File: src/sv/qmpo_pkg.sv
// qmpo_pkg: shared types and constants of the quad motor pwm output gate
// used by the lane, merge and top level modules; no dependencies

package qmpo_pkg;

  localparam int TS_W     = 48;
  localparam int THR_W    = 16;
  localparam int PULSE_W  = 12;
  localparam int PERIOD_W = 16;
  localparam int IDLE_W   = 13;
  localparam int UPD_W    = 32;
  localparam int REG_W    = 16;
  localparam int IDX_W    = 2;
  localparam int MOTORS   = 4;
  localparam int Q_FRAC   = 12;

  // full throttle in q3.12
  localparam logic [IDLE_W-1:0] Q_ONE = 13'd4096;

  // register indexes
  localparam logic [IDX_W-1:0] REG_MIN_PULSE   = 2'd0;
  localparam logic [IDX_W-1:0] REG_MAX_PULSE   = 2'd1;
  localparam logic [IDX_W-1:0] REG_WRITE_PER   = 2'd2;
  localparam logic [IDX_W-1:0] REG_IDLE_THRESH = 2'd3;

  // register reset values
  localparam logic [PULSE_W-1:0]  MIN_PULSE_RST   = 12'd1000;
  localparam logic [PULSE_W-1:0]  MAX_PULSE_RST   = 12'd2000;
  localparam logic [PERIOD_W-1:0] WRITE_PER_RST   = 16'd5000;
  localparam logic [IDLE_W-1:0]   IDLE_THRESH_RST = 13'd205;

  // settings every lane sees
  typedef struct packed {
    logic [PULSE_W-1:0] min_pulse;
    logic [PULSE_W-1:0] span;
  } lane_ctl_t;

  // settings the merge stage sees
  typedef struct packed {
    logic               armed;
    logic [IDLE_W-1:0]  idle_threshold;
    logic [PULSE_W-1:0] min_pulse;
  } merge_ctl_t;

endpackage

File: src/sv/qmpo_ifs.sv
// qmpo_ctl_if and qmpo_pwm_if: valid/ready channels of the output gate
// widths come from qmpo_pkg

interface qmpo_ctl_if;
  logic                              valid;
  logic                              ready;
  logic [qmpo_pkg::TS_W-1:0]         timestamp_us;
  logic                              armed;
  logic signed [qmpo_pkg::THR_W-1:0] throttle_front_left;
  logic signed [qmpo_pkg::THR_W-1:0] throttle_front_right;
  logic signed [qmpo_pkg::THR_W-1:0] throttle_rear_left;
  logic signed [qmpo_pkg::THR_W-1:0] throttle_rear_right;

  modport source (
    output valid, timestamp_us, armed, throttle_front_left, throttle_front_right,
           throttle_rear_left, throttle_rear_right,
    input  ready
  );
  modport sink (
    input  valid, timestamp_us, armed, throttle_front_left, throttle_front_right,
           throttle_rear_left, throttle_rear_right,
    output ready
  );
endinterface

interface qmpo_pwm_if;
  logic                          valid;
  logic                          ready;
  logic [qmpo_pkg::PULSE_W-1:0]  pulse_front_left;
  logic [qmpo_pkg::PULSE_W-1:0]  pulse_front_right;
  logic [qmpo_pkg::PULSE_W-1:0]  pulse_rear_left;
  logic [qmpo_pkg::PULSE_W-1:0]  pulse_rear_right;
  logic                          should_write;
  logic [qmpo_pkg::UPD_W-1:0]    update_time_us;

  modport source (
    output valid, pulse_front_left, pulse_front_right, pulse_rear_left,
           pulse_rear_right, should_write, update_time_us,
    input  ready
  );
  modport sink (
    input  valid, pulse_front_left, pulse_front_right, pulse_rear_left,
           pulse_rear_right, should_write, update_time_us,
    output ready
  );
endinterface

File: src/sv/qmpo_lane.sv
// qmpo_lane: pulse width of one motor from its throttle
// clamps to 0..1.0 and scales into min..max; uses qmpo_pkg

module qmpo_lane (
  input  logic signed [qmpo_pkg::THR_W-1:0]   throttle,
  input  qmpo_pkg::lane_ctl_t                 ctl,
  output logic        [qmpo_pkg::PULSE_W-1:0] pulse
);

  logic [qmpo_pkg::IDLE_W-1:0]                    clamped;
  logic [qmpo_pkg::IDLE_W+qmpo_pkg::PULSE_W-1:0]  prod;
  logic [qmpo_pkg::IDLE_W-1:0]                    scaled;
  logic [qmpo_pkg::IDLE_W-1:0]                    sum;

  always_comb begin
    if (throttle < 0) begin
      clamped = '0;
    end else if (throttle > $signed({3'b000, qmpo_pkg::Q_ONE})) begin
      clamped = qmpo_pkg::Q_ONE;
    end else begin
      clamped = throttle[qmpo_pkg::IDLE_W-1:0];
    end
  end

  assign prod   = {{qmpo_pkg::PULSE_W{1'b0}}, clamped} *
                  {{qmpo_pkg::IDLE_W{1'b0}}, ctl.span};
  assign scaled = prod[qmpo_pkg::IDLE_W+qmpo_pkg::PULSE_W-1:qmpo_pkg::Q_FRAC];
  assign sum    = {1'b0, ctl.min_pulse} + scaled;
  assign pulse  = sum[qmpo_pkg::PULSE_W-1:0];

endmodule

File: src/sv/qmpo_merge.sv
// qmpo_merge: finds the largest throttle and forces idle when disarmed or low
// combines the four lane pulses; uses qmpo_pkg

module qmpo_merge (
  input  logic signed [qmpo_pkg::MOTORS-1:0][qmpo_pkg::THR_W-1:0]   throttle,
  input  logic        [qmpo_pkg::MOTORS-1:0][qmpo_pkg::PULSE_W-1:0] lane_pulse,
  input  qmpo_pkg::merge_ctl_t                                      ctl,
  output logic        [qmpo_pkg::MOTORS-1:0][qmpo_pkg::PULSE_W-1:0] pulse
);

  logic signed [qmpo_pkg::THR_W-1:0] top_front;
  logic signed [qmpo_pkg::THR_W-1:0] top_rear;
  logic signed [qmpo_pkg::THR_W-1:0] top;
  logic                              force_idle;

  // two-level max tree
  assign top_front = ($signed(throttle[1]) > $signed(throttle[0])) ? throttle[1] : throttle[0];
  assign top_rear  = ($signed(throttle[3]) > $signed(throttle[2])) ? throttle[3] : throttle[2];
  assign top       = ($signed(top_rear) > $signed(top_front)) ? top_rear : top_front;

  assign force_idle = !ctl.armed ||
                      ($signed({top[qmpo_pkg::THR_W-1], top}) <=
                       $signed({4'b0000, ctl.idle_threshold}));

  always_comb begin
    for (int i = 0; i < qmpo_pkg::MOTORS; i++) begin
      pulse[i] = force_idle ? ctl.min_pulse : lane_pulse[i];
    end
  end

endmodule

File: src/sv/quad_motor_pwm_output_gate.sv
// quad_motor_pwm_output_gate: write gating, held state and output stage
// depends on qmpo_pkg, qmpo_ifs, qmpo_lane and qmpo_merge
//
//  channel | dir | handshake     | payload
//  ctl     | in  | valid/ready   | timestamp_us, armed, four throttles (q3.12)
//  pwm     | out | valid/ready   | four pulse widths, should_write, update_time_us
//  wr_*    | in  | wr_en only    | wr_index, wr_data
//
// one item per cycle while ctl.ready is high; an item's result is registered and shows on pwm
// the next cycle unless pwm stalls; the due check and the held pulses are settled within the
// accepting cycle, so the next item sees them at once; four lanes scale the throttles side by side
// a skid register takes one result while pwm stalls; ctl.ready drops while it is full
// rst is synchronous; it restores the register defaults and clears the held state

module quad_motor_pwm_output_gate (
  input  logic                            clk,
  input  logic                            rst,
  input  logic                            wr_en,
  input  logic [qmpo_pkg::IDX_W-1:0]      wr_index,
  input  logic [qmpo_pkg::REG_W-1:0]      wr_data,
  qmpo_ctl_if.sink                        ctl,
  qmpo_pwm_if.source                      pwm
);

  localparam int RES_W = qmpo_pkg::MOTORS * qmpo_pkg::PULSE_W + 1 + qmpo_pkg::UPD_W;

  // configuration
  logic [qmpo_pkg::PULSE_W-1:0]  min_pulse_us;
  logic [qmpo_pkg::PULSE_W-1:0]  max_pulse_us;
  logic [qmpo_pkg::PERIOD_W-1:0] write_period_us;
  logic [qmpo_pkg::IDLE_W-1:0]   idle_threshold;

  // held state
  logic [qmpo_pkg::TS_W-1:0]                             last_write_time;
  logic [qmpo_pkg::MOTORS-1:0][qmpo_pkg::PULSE_W-1:0]    held_pulse;
  logic [qmpo_pkg::UPD_W-1:0]                            held_update_time;

  logic                                                  accept;
  logic                                                  due;
  logic [qmpo_pkg::TS_W-1:0]                             elapsed;
  logic [qmpo_pkg::PULSE_W-1:0]                          span;
  qmpo_pkg::lane_ctl_t                                   lane_ctl;
  qmpo_pkg::merge_ctl_t                                  merge_ctl;
  logic signed [qmpo_pkg::MOTORS-1:0][qmpo_pkg::THR_W-1:0] throttle;
  logic [qmpo_pkg::MOTORS-1:0][qmpo_pkg::PULSE_W-1:0]    lane_pulse;
  logic [qmpo_pkg::MOTORS-1:0][qmpo_pkg::PULSE_W-1:0]    new_pulse;
  logic [qmpo_pkg::MOTORS-1:0][qmpo_pkg::PULSE_W-1:0]    held_pulse_next;
  logic [qmpo_pkg::UPD_W-1:0]                            held_update_time_next;
  logic [RES_W-1:0]                                      result;

  // output stage
  logic             out_valid;
  logic [RES_W-1:0] out_data;
  logic             skid_valid;
  logic [RES_W-1:0] skid_data;
  logic             out_fire;

  assign ctl.ready = !skid_valid;
  assign accept    = ctl.valid && ctl.ready;
  assign out_fire  = out_valid && pwm.ready;

  always_ff @(posedge clk) begin
    if (rst) begin
      min_pulse_us    <= qmpo_pkg::MIN_PULSE_RST;
      max_pulse_us    <= qmpo_pkg::MAX_PULSE_RST;
      write_period_us <= qmpo_pkg::WRITE_PER_RST;
      idle_threshold  <= qmpo_pkg::IDLE_THRESH_RST;
    end else if (wr_en) begin
      case (wr_index)
        qmpo_pkg::REG_MIN_PULSE:   min_pulse_us    <= wr_data[qmpo_pkg::PULSE_W-1:0];
        qmpo_pkg::REG_MAX_PULSE:   max_pulse_us    <= wr_data[qmpo_pkg::PULSE_W-1:0];
        qmpo_pkg::REG_WRITE_PER:   write_period_us <= wr_data[qmpo_pkg::PERIOD_W-1:0];
        qmpo_pkg::REG_IDLE_THRESH: idle_threshold  <= wr_data[qmpo_pkg::IDLE_W-1:0];
        default: ;
      endcase
    end
  end

  // write gating
  assign elapsed = ctl.timestamp_us - last_write_time;
  assign due = (last_write_time == '0) ||
               ((ctl.timestamp_us >= last_write_time) &&
                (elapsed >= {{(qmpo_pkg::TS_W-qmpo_pkg::PERIOD_W){1'b0}}, write_period_us}));

  assign span = (max_pulse_us >= min_pulse_us) ? (max_pulse_us - min_pulse_us) : '0;

  assign lane_ctl.min_pulse = min_pulse_us;
  assign lane_ctl.span      = span;

  assign merge_ctl.armed          = ctl.armed;
  assign merge_ctl.idle_threshold = idle_threshold;
  assign merge_ctl.min_pulse      = min_pulse_us;

  assign throttle[0] = ctl.throttle_front_left;
  assign throttle[1] = ctl.throttle_front_right;
  assign throttle[2] = ctl.throttle_rear_left;
  assign throttle[3] = ctl.throttle_rear_right;

  for (genvar g = 0; g < qmpo_pkg::MOTORS; g++) begin : g_lane
    qmpo_lane u_lane (
      .throttle (throttle[g]),
      .ctl      (lane_ctl),
      .pulse    (lane_pulse[g])
    );
  end

  qmpo_merge u_merge (
    .throttle   (throttle),
    .lane_pulse (lane_pulse),
    .ctl        (merge_ctl),
    .pulse      (new_pulse)
  );

  assign held_pulse_next       = due ? new_pulse : held_pulse;
  assign held_update_time_next = due ? ctl.timestamp_us[qmpo_pkg::UPD_W-1:0] : held_update_time;

  assign result = {held_pulse_next[0], held_pulse_next[1], held_pulse_next[2],
                   held_pulse_next[3], due, held_update_time_next};

  always_ff @(posedge clk) begin
    if (rst) begin
      last_write_time  <= '0;
      held_pulse       <= '0;
      held_update_time <= '0;
    end else if (accept && due) begin
      last_write_time  <= ctl.timestamp_us;
      held_pulse       <= held_pulse_next;
      held_update_time <= held_update_time_next;
    end
  end

  // output register with one skid entry behind it
  always_ff @(posedge clk) begin
    if (rst) begin
      out_valid  <= 1'b0;
      skid_valid <= 1'b0;
    end else begin
      if (!out_valid || out_fire) begin
        if (skid_valid) begin
          out_valid  <= 1'b1;
          skid_valid <= 1'b0;
        end else begin
          out_valid  <= accept;
        end
      end else if (accept) begin
        skid_valid <= 1'b1;
      end
    end
  end

  always_ff @(posedge clk) begin
    if (!out_valid || out_fire) begin
      if (skid_valid) begin
        out_data <= skid_data;
      end else if (accept) begin
        out_data <= result;
      end
    end else if (accept) begin
      skid_data <= result;
    end
  end

  assign pwm.valid             = out_valid;
  assign pwm.pulse_front_left  = out_data[RES_W-1 -: qmpo_pkg::PULSE_W];
  assign pwm.pulse_front_right = out_data[RES_W-1-qmpo_pkg::PULSE_W -: qmpo_pkg::PULSE_W];
  assign pwm.pulse_rear_left   = out_data[RES_W-1-2*qmpo_pkg::PULSE_W -: qmpo_pkg::PULSE_W];
  assign pwm.pulse_rear_right  = out_data[RES_W-1-3*qmpo_pkg::PULSE_W -: qmpo_pkg::PULSE_W];
  assign pwm.should_write      = out_data[qmpo_pkg::UPD_W];
  assign pwm.update_time_us    = out_data[qmpo_pkg::UPD_W-1:0];

`ifndef NO_ASSERTIONS
  a_skid_behind_out: assert property (@(posedge clk) disable iff (rst)
    skid_valid |-> out_valid)
    else $error("skid entry held without an output item in front");

  a_write_stores_time: assert property (@(posedge clk) disable iff (rst)
    (accept && due) |=> (last_write_time == $past(ctl.timestamp_us)) &&
                        (held_update_time == $past(ctl.timestamp_us[qmpo_pkg::UPD_W-1:0])))
    else $error("due write did not store its timestamp");

  a_hold_when_not_due: assert property (@(posedge clk) disable iff (rst)
    (accept && !due) |=> $stable(held_pulse) && $stable(last_write_time))
    else $error("held state changed on an item that was not due");
`endif

endmodule

File: src/flat_wrapper.sv
// flat-port wrapper written by rule: the top's interface ports become plain ports
module quad_motor_pwm_output_gate_flat 
  (clk, rst, wr_en, wr_index, wr_data, ctl_valid, ctl_timestamp_us, ctl_armed, ctl_throttle_front_left, ctl_throttle_front_right, ctl_throttle_rear_left, ctl_throttle_rear_right, ctl_ready, pwm_valid, pwm_pulse_front_left, pwm_pulse_front_right, pwm_pulse_rear_left, pwm_pulse_rear_right, pwm_should_write, pwm_update_time_us, pwm_ready);
  qmpo_ctl_if ctl_i ();
  qmpo_pwm_if pwm_i ();
  input  logic clk;
  input  logic rst;
  input  logic wr_en;
  input  logic [qmpo_pkg::IDX_W-1:0] wr_index;
  input  logic [qmpo_pkg::REG_W-1:0] wr_data;
  input wire logic [$bits(ctl_i.valid)-1:0] ctl_valid;
  input wire logic [$bits(ctl_i.timestamp_us)-1:0] ctl_timestamp_us;
  input wire logic [$bits(ctl_i.armed)-1:0] ctl_armed;
  input wire logic [$bits(ctl_i.throttle_front_left)-1:0] ctl_throttle_front_left;
  input wire logic [$bits(ctl_i.throttle_front_right)-1:0] ctl_throttle_front_right;
  input wire logic [$bits(ctl_i.throttle_rear_left)-1:0] ctl_throttle_rear_left;
  input wire logic [$bits(ctl_i.throttle_rear_right)-1:0] ctl_throttle_rear_right;
  output wire logic [$bits(ctl_i.ready)-1:0] ctl_ready;
  output wire logic [$bits(pwm_i.valid)-1:0] pwm_valid;
  output wire logic [$bits(pwm_i.pulse_front_left)-1:0] pwm_pulse_front_left;
  output wire logic [$bits(pwm_i.pulse_front_right)-1:0] pwm_pulse_front_right;
  output wire logic [$bits(pwm_i.pulse_rear_left)-1:0] pwm_pulse_rear_left;
  output wire logic [$bits(pwm_i.pulse_rear_right)-1:0] pwm_pulse_rear_right;
  output wire logic [$bits(pwm_i.should_write)-1:0] pwm_should_write;
  output wire logic [$bits(pwm_i.update_time_us)-1:0] pwm_update_time_us;
  input wire logic [$bits(pwm_i.ready)-1:0] pwm_ready;
  assign ctl_i.valid = ctl_valid;
  assign ctl_i.timestamp_us = ctl_timestamp_us;
  assign ctl_i.armed = ctl_armed;
  assign ctl_i.throttle_front_left = ctl_throttle_front_left;
  assign ctl_i.throttle_front_right = ctl_throttle_front_right;
  assign ctl_i.throttle_rear_left = ctl_throttle_rear_left;
  assign ctl_i.throttle_rear_right = ctl_throttle_rear_right;
  assign ctl_ready = ctl_i.ready;
  assign pwm_valid = pwm_i.valid;
  assign pwm_pulse_front_left = pwm_i.pulse_front_left;
  assign pwm_pulse_front_right = pwm_i.pulse_front_right;
  assign pwm_pulse_rear_left = pwm_i.pulse_rear_left;
  assign pwm_pulse_rear_right = pwm_i.pulse_rear_right;
  assign pwm_should_write = pwm_i.should_write;
  assign pwm_update_time_us = pwm_i.update_time_us;
  assign pwm_i.ready = pwm_ready;
  quad_motor_pwm_output_gate u_core (.clk(clk), .rst(rst), .wr_en(wr_en), .wr_index(wr_index), .wr_data(wr_data), .ctl(ctl_i), .pwm(pwm_i));
endmodule
File: config.mk
export PLATFORM = sky130hd
export DESIGN_NAME = quad_motor_pwm_output_gate_flat
export DESIGN_NICKNAME = d
export VERILOG_FILES = /design/src/sv/qmpo_pkg.sv /design/src/sv/qmpo_ifs.sv /design/src/sv/qmpo_lane.sv /design/src/sv/qmpo_merge.sv /design/src/sv/quad_motor_pwm_output_gate.sv /design/src/flat_wrapper.sv
export SDC_FILE = /design/constraint.sdc
export NUM_CORES = 2
export LEC_CHECK = 0
export BUFFER_PORTS_ARGS = -buffer_cell sky130_fd_sc_hd__buf_2
export CAP_MARGIN = 30
export CELL_PAD_IN_SITES_DETAIL_PLACEMENT = 1
export CELL_PAD_IN_SITES_GLOBAL_PLACEMENT = 1
export CORE_MARGIN = 5
export CORE_UTILIZATION = 49
export CTS_CLUSTER_SIZE = 16
export DETAILED_ROUTE_END_ITERATION = 12
export PLACE_DENSITY = 0.92
export SLEW_MARGIN = 20
export SYNTH_ARGS = -nofsm -noshare
export SYNTH_HDL_FRONTEND = slang
export SYNTH_SLANG_ARGS = --single-unit
File: constraint.sdc
create_clock -name clk -period 11.6 [get_ports clk]
set_clock_uncertainty 0.1 [all_clocks]
set_input_delay 2.32 -clock clk [delete_from_list [all_inputs] [get_ports clk]]
set_output_delay 2.32 -clock clk [all_outputs]
set_load 0.005 [all_outputs]
==> reports/metrics.json <==
{
  "outcome": {
    "outcome": "complete, no violations"
  },
  "yosys": {
    "syn_nets": 5691,
    "synth_edf_count": 162,
    "synth_sequential_area_ratio_pct": 20.9,
    "synth.avg_cell_area_um2": 8.68,
    "mappedNetlistArea_um2": 40800,
    "async_set_or_reset_register_ratio_after_synthesis_pct": 0,
    "synth_top_flop_cell": "sky130_fd_sc_hd__dfxtp_1",
    "synth_cells": 4706,
    "synth.ff_latch_count": 345,
    "netlist-cell-type-count": 83,
    "ys.warnings.count": 0
  },
  "critical_path": {
    "worst_path_largest_cell_delay_ps": 570,
    "startpoint_class_of_the_critical_path": "primary input",
    "crit_path_max_fo": 21,
    "path_class": "in -> reg",
    "most_common_cell_on_crit_path": "sky130_fd_sc_hd__xnor2_1",
    "endpoint_kind": "flop",
    "critical_path_arrival_ps": 11580,
    "slowest_stage": "sky130_fd_sc_hd__fa_1",
    "r2r_setup_slack_ps": 280,
    "critical_path_required_ps": 11780
  },
  "place": {
    "numPortBuffers": 218,
    "place.detailed.hpwl_um": 120000,
    "dp.cells": 5934,
    "gp_routability_congestion": 0.978,
    "placedInstanceArea_um2": 43800
  },
  "cts": {
    "cts_buffer_depth": 3,
    "cts_setup_buffers": 0,
    "clk_transition_reported_paths_ps": 60,
    "tritoncts_num_sinks": 345,
    "clock_insertion_delay_worst_skew_ps": 540,
    "cts_tree": "built",
    "clk_root_buffer_cell": "sky130_fd_sc_hd__clkbuf_16",
    "cts-buffers-inserted": 35,
    "clock_tree.htree_level_count": 2
  },
  "timing": {
    "achievable-frequency_mhz": 87.7,
    "slew_viol_final": 0,
    "setup-tns-final_ps": 0,
    "max_slew.worst_pin.slew_ps": 1050,
    "final_min_period_over_clock_period_pct": 98.3,
    "slew_headroom_pct": 29.1,
    "period_needed_ps": 11400,
    "setup_violations": 0,
    "count_of_endpoints_failing_hold_in_the_final_timing_report": 0
  },
  "floorplan": {
    "chipWidth_um": 299,
    "io_pins": 219,
    "die-area_um2": 89200,
    "floorplan.initialDensity_pct": 49.6,
    "core.rowCount": 105,
    "die_height_um": 299,
    "design.core.area_um2": 82400
  },
  "finish": {
    "sequential_cell_area_um2": 8530,
    "multi_input_area_um2": 28900,
    "design.final.nets": 5887,
    "fin_area_um2": 45100,
    "mostFrequentLayoutCells": "sky130_fd_sc_hd__inv_1 (696), sky130_fd_sc_hd__nand2_1 (659), sky130_fd_sc_hd__nor2_1 (485)",
    "final.fill_count": 9645,
    "final_common_cell": "sky130_fd_sc_hd__inv_1",
    "final_cell_count_no_fill": 6008,
    "area_delta_synth_final_pct": 10.3,
    "fin_util_pct": 54.7,
    "drive_gt1_share_pct": 13.6
  },
  "route": {
    "wl_per_cell_um": 25.5,
    "met1_layer_wirelength_in_the_final_routing_um": 55900,
    "firstDrtPassIters": 9,
    "met3RoutedLength_um": 10600,
    "drc": 0,
    "met2_length_um": 75900,
    "routed.top_layer": "met5",
    "initialDrtViolationCount": 2855,
    "vias": 36700,
    "drt-vias-per-instance": 6.10,
    "routed_wl_um": 153000,
    "drtAntennaViolNets": 0
  },
  "global_route": {
    "antenna_found_initial": 17,
    "grt_max_degree": 130,
    "grt_pass1_vias": 40700,
    "grt_first_pass_wirelength_um": 234000,
    "grt_use_total_pct": 33.3,
    "grt_overflow": 0
  },
  "pwr": {
    "seq_power_share_pct": 24.1,
    "power.clock.fraction_pct": 18.8,
    "leakage_power_figure_nw": 21.9,
    "internal_power_mw": 3.44,
    "power_frac_comb_pct": 57.1,
    "power.switching_mw": 2.75,
    "power_density_nw_per_um2": 137,
    "sw_frac_of_total_pct": 44.4,
    "vdd_ir_drop_max_v": 0.000131,
    "power.total_mw": 6.19
  },
  "job": {
    "drv_cap": 0
  },
  "min_path": {
    "timing.hold.worst.class": "reg -> reg"
  }
}
-- registers in the layout, summed over array words and instances, names as in the netlist, 13 cells and up --
register,flops
u_core.held_pulse,48
u_core.held_update_time,32
u_core.idle_threshold,13
u_core.last_write_time,48
u_core.out_data,81
u_core.skid_data,81
u_core.write_period_us,16
-- worst max-delay path, delay by kind of cell --
kind / cells / cell delay, ps
buffers and inverters: 3 / 380
adder cells (fa/ha/maj): 7 / 2910
AO/OA/AOI/OAI: 7 / 1760
XOR/XNOR: 5 / 870
multiplexers: 2 / 550
AND/OR/NAND/NOR: 11 / 2730
-- power by group through the flow --
stage               registers (mW)  logic (mW)  clock network (mW)
global route                  1.50        3.79                1.23
finish                        1.50        3.54                1.16
floorplan                     1.50        2.07                   0
global placement              1.51        3.16                   0
detailed placement            1.52        3.37                   0
CTS                           1.49        3.45                1.17
-- per-layer routing --
| layer | global-route usage [%] | vias to the layer above |
|---|---|---|
| li1 | - | 15800 |
| met1 | 38.1 | 18400 |
| met2 | 59.2 | 1761 |
| met3 | 6.00 | 689 |
| met4 | 18.3 | 12 |
| met5 | 0 | - |
-- metrics by stage --
stage | hold slack (ps) | worst slack (ps)
floorplan | 334 | 760
global placement | 341 | 161
detailed placement | 348 | -266
CTS | 357 | 170
global route | 379 | -26.3
finish | 359 | 201
-- cell usage after synthesis (87+ instances only) --
library cell / count / share of area (%)
sky130_fd_sc_hd__nand2_1: 660 / 6.1
sky130_fd_sc_hd__mux2_2: 120 / 3.3
sky130_fd_sc_hd__clkbuf_1: 175 / 1.6
sky130_fd_sc_hd__mux2i_1: 89 / 2.2
sky130_fd_sc_hd__a21oi_1: 260 / 3.2
sky130_fd_sc_hd__inv_1: 696 / 6.4
sky130_fd_sc_hd__nor2_1: 488 / 4.5
sky130_fd_sc_hd__fa_1: 438 / 21
sky130_fd_sc_hd__dfxtp_1: 183 / 9.0
sky130_fd_sc_hd__xnor2_1: 87 / 1.9
sky130_fd_sc_hd__edfxtp_1: 162 / 12
sky130_fd_sc_hd__o21ai_0: 128 / 1.6
sky130_fd_sc_hd__ha_1: 411 / 13
-- worst paths after layout --
kind | start | end | cells after the start
hold / removal | u_core.write_period_us[14] | u_core.write_period_us[14] | 2
setup / recovery | ctl_throttle_front_right[8] | u_core.out_data[68] | 35
hold reg to reg | u_core.write_period_us[14] | u_core.write_period_us[14] | 2
setup reg to reg | u_core.min_pulse_us[9] | u_core.out_data[68] | 41
-- timing repair --
action	in CTS	in global routing
gates resized for setup	0	25
hold buffers	0	0
setup endpoints to repair	0	11
-- area by class of cell --
| class | instances | share of cell area, % |
|---|---|---|
| Tap cell | 1070 | 2.97 |
| Multi-Input combinational cell | 3428 | 64.1 |
| Sequential cell | 345 | 18.9 |
| Clock buffer | 53 | 2.19 |
| Inverter | 699 | 5.84 |
| Antenna cell | 9 | 0.0500 |
| Timing Repair Buffer | 393 | 5.63 |
| Clock inverter | 11 | 0.278 |
-- cell families after synthesis --
group,count (synthesis),synth area share [%]
and+or+nand+nor,1542,16.4
buffers and inverters,933,8.81
adders and majority gates,849,34.1
AOI/OAI and AO/OA,664,10.1
DFF,345,20.9
muxes,254,7.14
xor gates and xnor gates,119,2.59
(Power assumes the default switching activity.)
